File: config.mk
export PLATFORM = sky130hd
export DESIGN_NAME = weighted_event_sampler_histogram
export DESIGN_NICKNAME = d
export VERILOG_FILES = /design/src/design/wesh_pkg.sv /design/src/design/wesh_cfg.sv /design/src/design/wesh_sel.sv /design/src/design/wesh_rank.sv /design/src/design/weighted_event_sampler_histogram.sv
export SDC_FILE = /design/constraint.sdc
export NUM_CORES = 2
export LEC_CHECK = 0
export ABC_AREA = 1
export CAP_MARGIN = 25
export CORE_MARGIN = 2
export CORE_UTILIZATION = 40
export CTS_CLUSTER_DIAMETER = 50
export DETAILED_ROUTE_END_ITERATION = 10
export DONT_BUFFER_PORTS = 1
export GPL_TIMING_DRIVEN = 0
export SLEW_MARGIN = 30
export SYNTH_ARGS = -nofsm -noshare
export SYNTH_HDL_FRONTEND = slang
export SYNTH_HIERARCHICAL = 1
export SYNTH_SLANG_ARGS = --single-unit
File: constraint.sdc
create_clock -name clk_i -period 13.2 [get_ports clk_i]
set_clock_uncertainty 0.2 [all_clocks]
set_input_delay 0.66 -clock clk_i [delete_from_list [all_inputs] [get_ports clk_i]]
set_output_delay 0.66 -clock clk_i [all_outputs]
set_load 0.02 [all_outputs]
File: src/design/wesh_pkg.sv
`default_nettype none
package wesh_pkg;

  localparam int MaxEvents  = 8;
  localparam int NoneBin    = MaxEvents;
  localparam int NumBins    = MaxEvents + 1;
  localparam int CountWidth = 32;
  localparam int OutCountW  = 32;
  localparam int IdxW       = 4;
  localparam int RandW      = 15;
  localparam int WeightW    = 16;
  localparam int SumW       = WeightW + $clog2(MaxEvents);
  localparam int RegW       = 64;
  localparam int AddrW      = 5;
  localparam int RegSelW    = 2;

  localparam logic [RegSelW-1:0] RegWeightsLow  = 2'd0;
  localparam logic [RegSelW-1:0] RegWeightsHigh = 2'd1;
  localparam logic [RegSelW-1:0] RegEventCount  = 2'd2;

  typedef logic [CountWidth-1:0] cnt_t;
  typedef logic [IdxW-1:0]       idx_t;

  typedef struct packed {
    logic [IdxW-1:0]                     n;
    logic [MaxEvents-1:0][SumW-1:0]      prefix;
  } cfg_t;

  typedef struct packed {
    idx_t most_idx;
    cnt_t most_cnt;
    idx_t least_idx;
    cnt_t least_cnt;
  } rank_t;

endpackage
`default_nettype wire

File: src/design/wesh_cfg.sv
`default_nettype none
module wesh_cfg (
  input  wire logic                        clk_i,
  input  wire logic                        rst_ni,
  input  wire logic                        psel,
  input  wire logic                        penable,
  input  wire logic                        pwrite,
  input  wire logic [wesh_pkg::AddrW-1:0]  paddr,
  input  wire logic [wesh_pkg::RegW-1:0]   pwdata,
  output logic      [wesh_pkg::RegW-1:0]   prdata,
  output wesh_pkg::cfg_t                   cfg_o
);

  logic [wesh_pkg::RegW-1:0] weights_low_q, weights_high_q;
  logic [3:0] event_count_q;
  logic [wesh_pkg::MaxEvents-1:0][wesh_pkg::SumW-1:0] prefix_q, prefix_d;
  logic [wesh_pkg::RegSelW-1:0] sel;
  logic wr;

  assign sel = paddr[wesh_pkg::AddrW-1:3];
  assign wr  = psel && penable && pwrite;

  always_ff @(posedge clk_i or negedge rst_ni) begin
    if (!rst_ni) begin
      weights_low_q  <= '0;
      weights_high_q <= '0;
      event_count_q  <= 4'd1;
      prefix_q       <= '0;
    end else begin
      prefix_q <= prefix_d;
      if (wr) begin
        case (sel)
          wesh_pkg::RegWeightsLow:  weights_low_q  <= pwdata;
          wesh_pkg::RegWeightsHigh: weights_high_q <= pwdata;
          wesh_pkg::RegEventCount:  event_count_q  <= pwdata[3:0];
          default: ;
        endcase
      end
    end
  end

  always_comb begin
    logic [wesh_pkg::SumW-1:0] acc;
    logic [2*wesh_pkg::RegW-1:0] all_w;
    acc = '0;
    all_w = {weights_high_q, weights_low_q};
    prefix_d = '0;
    for (int i = 0; i < wesh_pkg::MaxEvents; i++) begin
      acc = acc + wesh_pkg::SumW'(all_w[i*wesh_pkg::WeightW +: wesh_pkg::WeightW]);
      prefix_d[i] = acc;
    end
  end

  always_comb begin
    case (sel)
      wesh_pkg::RegWeightsLow:  prdata = weights_low_q;
      wesh_pkg::RegWeightsHigh: prdata = weights_high_q;
      wesh_pkg::RegEventCount:  prdata = wesh_pkg::RegW'(event_count_q);
      default:                  prdata = '0;
    endcase
  end

  assign cfg_o.prefix = prefix_q;
  assign cfg_o.n = (event_count_q > 4'(wesh_pkg::MaxEvents)) ?
                   wesh_pkg::IdxW'(wesh_pkg::MaxEvents) : event_count_q;

endmodule
`default_nettype wire

File: src/design/wesh_sel.sv
`default_nettype none
module wesh_sel (
  input  wire logic                                 clk_i,
  input  wire logic                                 rst_ni,
  input  wire wesh_pkg::cfg_t                       cfg_i,
  input  wire logic                                 in_valid_i,
  input  wire logic [wesh_pkg::RandW-1:0]           random_value_i,
  input  wire logic                                 adv1_i,
  input  wire logic                                 adv2_i,
  output logic                                      v1_o,
  output logic                                      v2_o,
  output wesh_pkg::idx_t                            pick_o,
  output wesh_pkg::cnt_t                            pick_cnt_o,
  output logic [wesh_pkg::NumBins-1:0][wesh_pkg::CountWidth-1:0] counters_o
);

  logic v1_q, v2_q;
  logic [wesh_pkg::RandW-1:0] r1_q;
  wesh_pkg::idx_t pick_q, pick_d;
  wesh_pkg::cnt_t cnt2_q, new_cnt;
  logic [wesh_pkg::NumBins-1:0][wesh_pkg::CountWidth-1:0] counters_q;

  always_comb begin
    logic found;
    found  = 1'b0;
    pick_d = wesh_pkg::IdxW'(wesh_pkg::NoneBin);
    for (int i = 0; i < wesh_pkg::MaxEvents; i++) begin
      if (!found && (wesh_pkg::IdxW'(i) < cfg_i.n) &&
          (cfg_i.prefix[i] >= wesh_pkg::SumW'(r1_q))) begin
        found  = 1'b1;
        pick_d = wesh_pkg::IdxW'(i);
      end
    end
  end

  always_comb begin
    wesh_pkg::cnt_t cur;
    cur = counters_q[pick_d];
    new_cnt = (cur == '1) ? cur : cur + 1'b1;
  end

  always_ff @(posedge clk_i or negedge rst_ni) begin
    if (!rst_ni) begin
      v1_q       <= 1'b0;
      v2_q       <= 1'b0;
      counters_q <= '0;
    end else begin
      if (adv1_i) v1_q <= in_valid_i;
      if (adv2_i) begin
        v2_q <= v1_q;
        if (v1_q) counters_q[pick_d] <= new_cnt;
      end
    end
  end

  always_ff @(posedge clk_i) begin
    if (adv1_i && in_valid_i) r1_q <= random_value_i;
    if (adv2_i && v1_q) begin
      pick_q <= pick_d;
      cnt2_q <= new_cnt;
    end
  end

  assign v1_o       = v1_q;
  assign v2_o       = v2_q;
  assign pick_o     = pick_q;
  assign pick_cnt_o = cnt2_q;
  assign counters_o = counters_q;

endmodule
`default_nettype wire

File: src/design/wesh_rank.sv
`default_nettype none
module wesh_rank (
  input  wire wesh_pkg::cfg_t                                    cfg_i,
  input  wire logic [wesh_pkg::NumBins-1:0][wesh_pkg::CountWidth-1:0] counters_i,
  output wesh_pkg::rank_t                                        rank_o
);

  localparam int Leaves = 16;
  localparam int Levels = 4;

  logic           mx_v [Levels+1][Leaves];
  wesh_pkg::idx_t mx_i [Levels+1][Leaves];
  wesh_pkg::cnt_t mx_c [Levels+1][Leaves];
  logic           mn_v [Levels+1][Leaves];
  wesh_pkg::idx_t mn_i [Levels+1][Leaves];
  wesh_pkg::cnt_t mn_c [Levels+1][Leaves];

  always_comb begin
    for (int l = 0; l <= Levels; l++) begin
      for (int j = 0; j < Leaves; j++) begin
        mx_v[l][j] = 1'b0; mx_i[l][j] = '0; mx_c[l][j] = '0;
        mn_v[l][j] = 1'b0; mn_i[l][j] = '0; mn_c[l][j] = '0;
      end
    end
    for (int j = 0; j < wesh_pkg::NumBins; j++) begin
      if (j == wesh_pkg::NoneBin) mx_v[0][j] = (counters_i[j] != '0);
      else                        mx_v[0][j] = (wesh_pkg::IdxW'(j) < cfg_i.n);
      if (mx_v[0][j]) begin
        mx_i[0][j] = wesh_pkg::IdxW'(j);
        mx_c[0][j] = counters_i[j];
      end
      mn_v[0][j] = mx_v[0][j];
      mn_i[0][j] = mx_i[0][j];
      mn_c[0][j] = mx_c[0][j];
    end
    for (int l = 0; l < Levels; l++) begin
      for (int j = 0; j < Leaves / 2; j++) begin
        if (j < (Leaves >> (l + 1))) begin
          if (!mx_v[l][2*j] ||
              (mx_v[l][2*j+1] && (mx_c[l][2*j+1] > mx_c[l][2*j]))) begin
            mx_v[l+1][j] = mx_v[l][2*j+1];
            mx_i[l+1][j] = mx_i[l][2*j+1];
            mx_c[l+1][j] = mx_c[l][2*j+1];
          end else begin
            mx_v[l+1][j] = mx_v[l][2*j];
            mx_i[l+1][j] = mx_i[l][2*j];
            mx_c[l+1][j] = mx_c[l][2*j];
          end
          if (!mn_v[l][2*j] ||
              (mn_v[l][2*j+1] && (mn_c[l][2*j+1] < mn_c[l][2*j]))) begin
            mn_v[l+1][j] = mn_v[l][2*j+1];
            mn_i[l+1][j] = mn_i[l][2*j+1];
            mn_c[l+1][j] = mn_c[l][2*j+1];
          end else begin
            mn_v[l+1][j] = mn_v[l][2*j];
            mn_i[l+1][j] = mn_i[l][2*j];
            mn_c[l+1][j] = mn_c[l][2*j];
          end
        end
      end
    end
  end

  assign rank_o.most_idx  = mx_v[Levels][0] ? mx_i[Levels][0] : '0;
  assign rank_o.most_cnt  = mx_v[Levels][0] ? mx_c[Levels][0] : '0;
  assign rank_o.least_idx = mn_v[Levels][0] ? mn_i[Levels][0] : '0;
  assign rank_o.least_cnt = mn_v[Levels][0] ? mn_c[Levels][0] : '0;

endmodule
`default_nettype wire

File: src/design/weighted_event_sampler_histogram.sv
// Channel   Direction  Handshake                  Payload
// in        input      in_valid_i / in_ready_o    random_value_i
// out       output     out_valid_o / out_ready_i  chosen_*, most_*, least_*
// cfg       input      psel/penable/pwrite        paddr, pwdata, prdata, pready
//
// One item per cycle sustained while out_ready_i is held high; an accepted item
// passes the input register, pick and counter update, and result register in turn.
// Reset clears the nine outcome counters, valid flags and config registers at once; no sweep.
// A stalled result holds the result register; up to two more items are still
// taken into the input and pick stages before in_ready_o drops.
`default_nettype none
module weighted_event_sampler_histogram (
  input  wire logic                                clk_i,
  input  wire logic                                rst_ni,
  input  wire logic                                in_valid_i,
  output logic                                     in_ready_o,
  input  wire logic [wesh_pkg::RandW-1:0]          random_value_i,
  output logic                                     out_valid_o,
  input  wire logic                                out_ready_i,
  output logic      [wesh_pkg::IdxW-1:0]           chosen_index_o,
  output logic      [wesh_pkg::OutCountW-1:0]      chosen_count_o,
  output logic      [wesh_pkg::IdxW-1:0]           most_index_o,
  output logic      [wesh_pkg::OutCountW-1:0]      most_count_o,
  output logic      [wesh_pkg::IdxW-1:0]           least_index_o,
  output logic      [wesh_pkg::OutCountW-1:0]      least_count_o,
  input  wire logic                                psel,
  input  wire logic                                penable,
  input  wire logic                                pwrite,
  input  wire logic [wesh_pkg::AddrW-1:0]          paddr,
  input  wire logic [wesh_pkg::RegW-1:0]           pwdata,
  output logic      [wesh_pkg::RegW-1:0]           prdata,
  output logic                                     pready
);

  wesh_pkg::cfg_t  cfg;
  wesh_pkg::rank_t rank;
  wesh_pkg::idx_t  pick;
  wesh_pkg::cnt_t  pick_cnt;
  logic [wesh_pkg::NumBins-1:0][wesh_pkg::CountWidth-1:0] counters;
  logic v1, v2, adv1, adv2, adv_out;
  logic out_v_q;

  assign pready  = 1'b1;
  assign adv_out = !out_v_q || out_ready_i;
  assign adv2    = !v2 || adv_out;
  assign adv1    = !v1 || adv2;
  assign in_ready_o = adv1;

  wesh_cfg u_cfg (
    .clk_i   (clk_i),
    .rst_ni  (rst_ni),
    .psel    (psel),
    .penable (penable),
    .pwrite  (pwrite),
    .paddr   (paddr),
    .pwdata  (pwdata),
    .prdata  (prdata),
    .cfg_o   (cfg)
  );

  wesh_sel u_sel (
    .clk_i          (clk_i),
    .rst_ni         (rst_ni),
    .cfg_i          (cfg),
    .in_valid_i     (in_valid_i),
    .random_value_i (random_value_i),
    .adv1_i         (adv1),
    .adv2_i         (adv2),
    .v1_o           (v1),
    .v2_o           (v2),
    .pick_o         (pick),
    .pick_cnt_o     (pick_cnt),
    .counters_o     (counters)
  );

  wesh_rank u_rank (
    .cfg_i      (cfg),
    .counters_i (counters),
    .rank_o     (rank)
  );

  always_ff @(posedge clk_i or negedge rst_ni) begin
    if (!rst_ni) begin
      out_v_q <= 1'b0;
    end else if (adv_out) begin
      out_v_q <= v2;
    end
  end

  always_ff @(posedge clk_i) begin
    if (adv_out && v2) begin
      chosen_index_o <= pick;
      chosen_count_o <= wesh_pkg::OutCountW'(pick_cnt);
      most_index_o   <= rank.most_idx;
      most_count_o   <= wesh_pkg::OutCountW'(rank.most_cnt);
      least_index_o  <= rank.least_idx;
      least_count_o  <= wesh_pkg::OutCountW'(rank.least_cnt);
    end
  end

  assign out_valid_o = out_v_q;

endmodule
`default_nettype wire
==> impl_metrics.csv <==
group,metric,value,unit
final_layout,area_growth,12.6,%
final_layout,drive_gt1_share,6.34,%
logic_synthesis,syn-cell-area,55400,um^2
global_route,antenna_found_initial,5,
final_layout,stdcell_count,9822,
logic_synthesis,synth_top_family_by_area,"simple AND/OR/NAND/NOR gates",
route,antenna_left,0,
critical_path,crit_path_end_kind,"flip-flop",
route,viasPerCell,5.63,
die,die_h,376,um
logic_synthesis,ys.warnings.count,6,
logic_synthesis,synth_xor_area_share,1.53,%
sta,tns,0,ns
clock_network,cts_sinks,728,
critical_path,cp_slowest_stage_delay,0.63,ns
route,num_vias,55300,
logic_synthesis,netlist_instances,7749,
critical_path,r2r_slack,0.32,ns
clock_network,cts.htree.levels,3,
clock_network,numCtsBuffers,92,
sta,drv_slew,0,
sta,hold_violations,0,
placed_design,placed_cell_area,57800,um^2
sta,layout_min_cycle_time,12.88,ns
sta,setup_viol,0,
die,die_area,141000,um^2
route,wl_met2,112000,um
critical_path,slowest_stage,"o21ai_0",
sta,rsz0062_at_grt,"true",
clock_network,clk_pin_slew,0.06,ns
critical_path,start_kind,"flip-flop",
logic_synthesis,synth.area.top_cells,"dfrtp_1 (26%), nand2_1 (19%), ha_1 (14%)",
die,num_rows,136,
sta,finalCritPeriodShare,97.6,%
critical_path,cp_num_cells,56,
clock_network,clk_latency,0.77,ns
route,wl_per_cell,25.9,um
critical_path,critPathTopFamily,"compound AO/OA/AOI/OAI gates",
critical_path,crit_type,"reg -> reg",
logic_synthesis,synth_most_common_cell,"nand2_1",
critical_path,worstPathMaxFanout,11,
die,boundaryPins,266,
logic_synthesis,synth-compound-area-share,13.5,%
logic_synthesis,synth_async_sr_flop_share,78.2,%
global_route,grt_pass1_wl,360000,um
route,wl,254000,um
logic_synthesis,synth_seq_area_share,34.3,%
logic_synthesis,synthAdderAreaFrac,14.2,%
route,drt_iter0_markers,6028,
placed_design,hpwl,209000,um
sta,fmax,77.7,MHz
min_path,holdCritPathClass,"in -> reg",
critical_path,crit_end,"most_count_o[22]$_DFFE_PP_",
logic_synthesis,synth_edf_count,159,
critical_path,crit_path_start,"u_cfg/event_count_q[3]$_DFFE_PN0P_",
critical_path,crit_path_frequent_cell,"nand2_1",
flow_run,maxCapViolCount,0,
placed_design,placedCellCount,9557,
critical_path,worstPathArrival,13.10,ns
logic_synthesis,synth_top_cell_by_area,"dfrtp_1",
logic_synthesis,synth_mux_area_share,0.0903,%
logic_synthesis,avgSynthCellArea,7.15,um^2
critical_path,worstReg2RegEnd,"most_count_o[22]$_DFFE_PP_",
placed_design,place.gp.congestion,1.05,
logic_synthesis,synth_ff_type,"dfrtp_1",
logic_synthesis,synthSimpleGateAreaFrac,27.8,%
clock_network,clockBufferDepth,3,
global_route,grt_overflow,0,
critical_path,r2r_cells,56,
logic_synthesis,synth-seq-cells,728,
clock_network,cts_root_buffer,"clkbuf_16",
logic_synthesis,ys_types,73,
final_layout,fin_nets,8663,
logic_synthesis,synth_top_area_share,25.7,%
die,die_w,376,um
logic_synthesis,synthTopCellsByCount,"nand2_1 (2801), inv_1 (845), o21ai_0 (759)",
die,core_area,137000,um^2
final_layout,nFillCells,14000,
critical_path,r2r_start,"u_cfg/event_count_q[3]$_DFFE_PN0P_",
route,wl_met1,100000,um
critical_path,crit_buf_inv,15,
run_status,status,"finished clean",
global_route,grt_usage,35.2,%
route,top_layer,"met5",
critical_path,critPathRequiredTime,13.42,ns
final_layout,finalInstanceArea,62400,um^2
global_route,grt_pass1_vias,51900,
route,first_pass_iters,7,
route,dr_wl_met3,22800,um
placed_design,portBuffers,0,
global_route,grt_max_degree,570,
clock_network,cts_tree,"done",
sta,worst_pin_slew,1.00,ns
sta,slew_headroom,33.3,%
die,start_util,40.3,%
route,drc_errors,0,
## registers in the layout, summed over array words and instances, names as in the netlist, 15 cells and up
signal                cells
u_sel/counters_o        288
u_cfg/cfg_o             146
u_cfg/weights_high_q     64
u_cfg/weights_low_q      64
chosen_count_o           32
least_count_o            32
most_count_o             32
u_sel/pick_cnt_o         32
u_sel/r1_q               15
## layout by cell type (no fill, tap or decap), types with 8 or more instances in the layout
cell,instances
buf_6,19
nor4_1,20
nor3_1,30
a22o_1,57
o22ai_1,26
nand3b_1,38
o21ai_2,24
ha_1,618
o21a_1,26
o21ai_0,690
nor2_2,19
inv_2,25
xnor2_1,36
clkbuf_2,42
nand3_1,256
dlygate4sd3_1,82
inv_1,843
buf_4,26
a211oi_1,20
nor2_4,8
nor2_1,377
clkinv_2,16
xor2_1,61
edfxtp_1,159
a31oi_1,19
o211ai_1,11
nand2_2,33
a21oi_1,320
clkbuf_16,92
nand2_1,2798
clkbuf_8,9
nand4_1,82
buf_2,50
o21ai_1,78
clkbuf_1,200
a21o_1,13
dfrtp_1,567
o21bai_1,9
nand3_2,37
## routing by layer
metal	up-vias	GRT usage [%]
met5	-	0
met4	4	23.4
met3	599	7.42
met2	2776	55.2
met1	26200	43.7
li1	25700	-
## cell families after synthesis
logic type,count (synthesis)
compound gates,1352
xor+xnor,97
fa+ha+maj,625
buf+inv,1199
flops,728
mux,5
other cells,2
simple gates,3741
## worst min-delay path by stage
stage,startpoint,cells past startpoint,end
after floorplan,rst_ni,0,out_valid_o$_DFFE_PN0P_
after global placement,rst_ni,0,u_cfg/weights_low_q[50]$_DFFE_PN0P_
after detailed placement,rst_ni,0,u_cfg/weights_low_q[50]$_DFFE_PN0P_
after CTS,rst_ni,0,u_cfg/weights_low_q[50]$_DFFE_PN0P_
after global routing,paddr[3],3,u_cfg/event_count_q[0]$_DFFE_PN1P_
final,paddr[3],3,u_cfg/event_count_q[0]$_DFFE_PN1P_
## what timing repair did
| action | 4_1_cts | 5_1_grt |
|---|---|---|
| pin swaps | 3 | 1 |
| endpoints found under the hold margin | 719 | 194 |
| setup endpoints to repair | 72 | 72 |
| setup buffers | 2 | 2 |
| hold buffers | 81 | 2 |
| gates resized for setup | 115 | 92 |
## tightest hold or removal path: stages
cell     delay, ns
nor2_1        0.09
nand2_1       0.20
o21ai_0       0.10
## cell type report
class / count / area, um^2 / share of cell area (%)
plain buffers: 326 / 1580 / 2.53
multi-input cells: 5827 / 31900 / 51.2
well taps: 1794 / 2240 / 3.60
clock inverters: 56 / 714 / 1.15
diodes: 2 / 5.00 / 0.00802
clock buffers: 117 / 2490 / 3.99
inverters: 872 / 3270 / 5.25
repair buffers: 100 / 1150 / 1.84
flip-flops and latches: 728 / 19000 / 30.5
## metrics by stage
| stage | util, % | hold WS (ns) | setup slack [ns] |
|---|---|---|---|
| after global routing | 45.4 | 0.149 | -0.0213 |
| after CTS | 45.2 | -0.637 | 0.0313 |
| final | 45.4 | 0.112 | 0.322 |
| after detailed placement | 42.1 | 0.176 | -3.24 |
| after floorplan | - | 0.164 | 2.83 |
| after global placement | 41.9 | 0.178 | -4.66 |
Power is left out: the tool's default activity adds up to more than one toggle a clock period on the data nets, which glitch-free logic cannot reach.
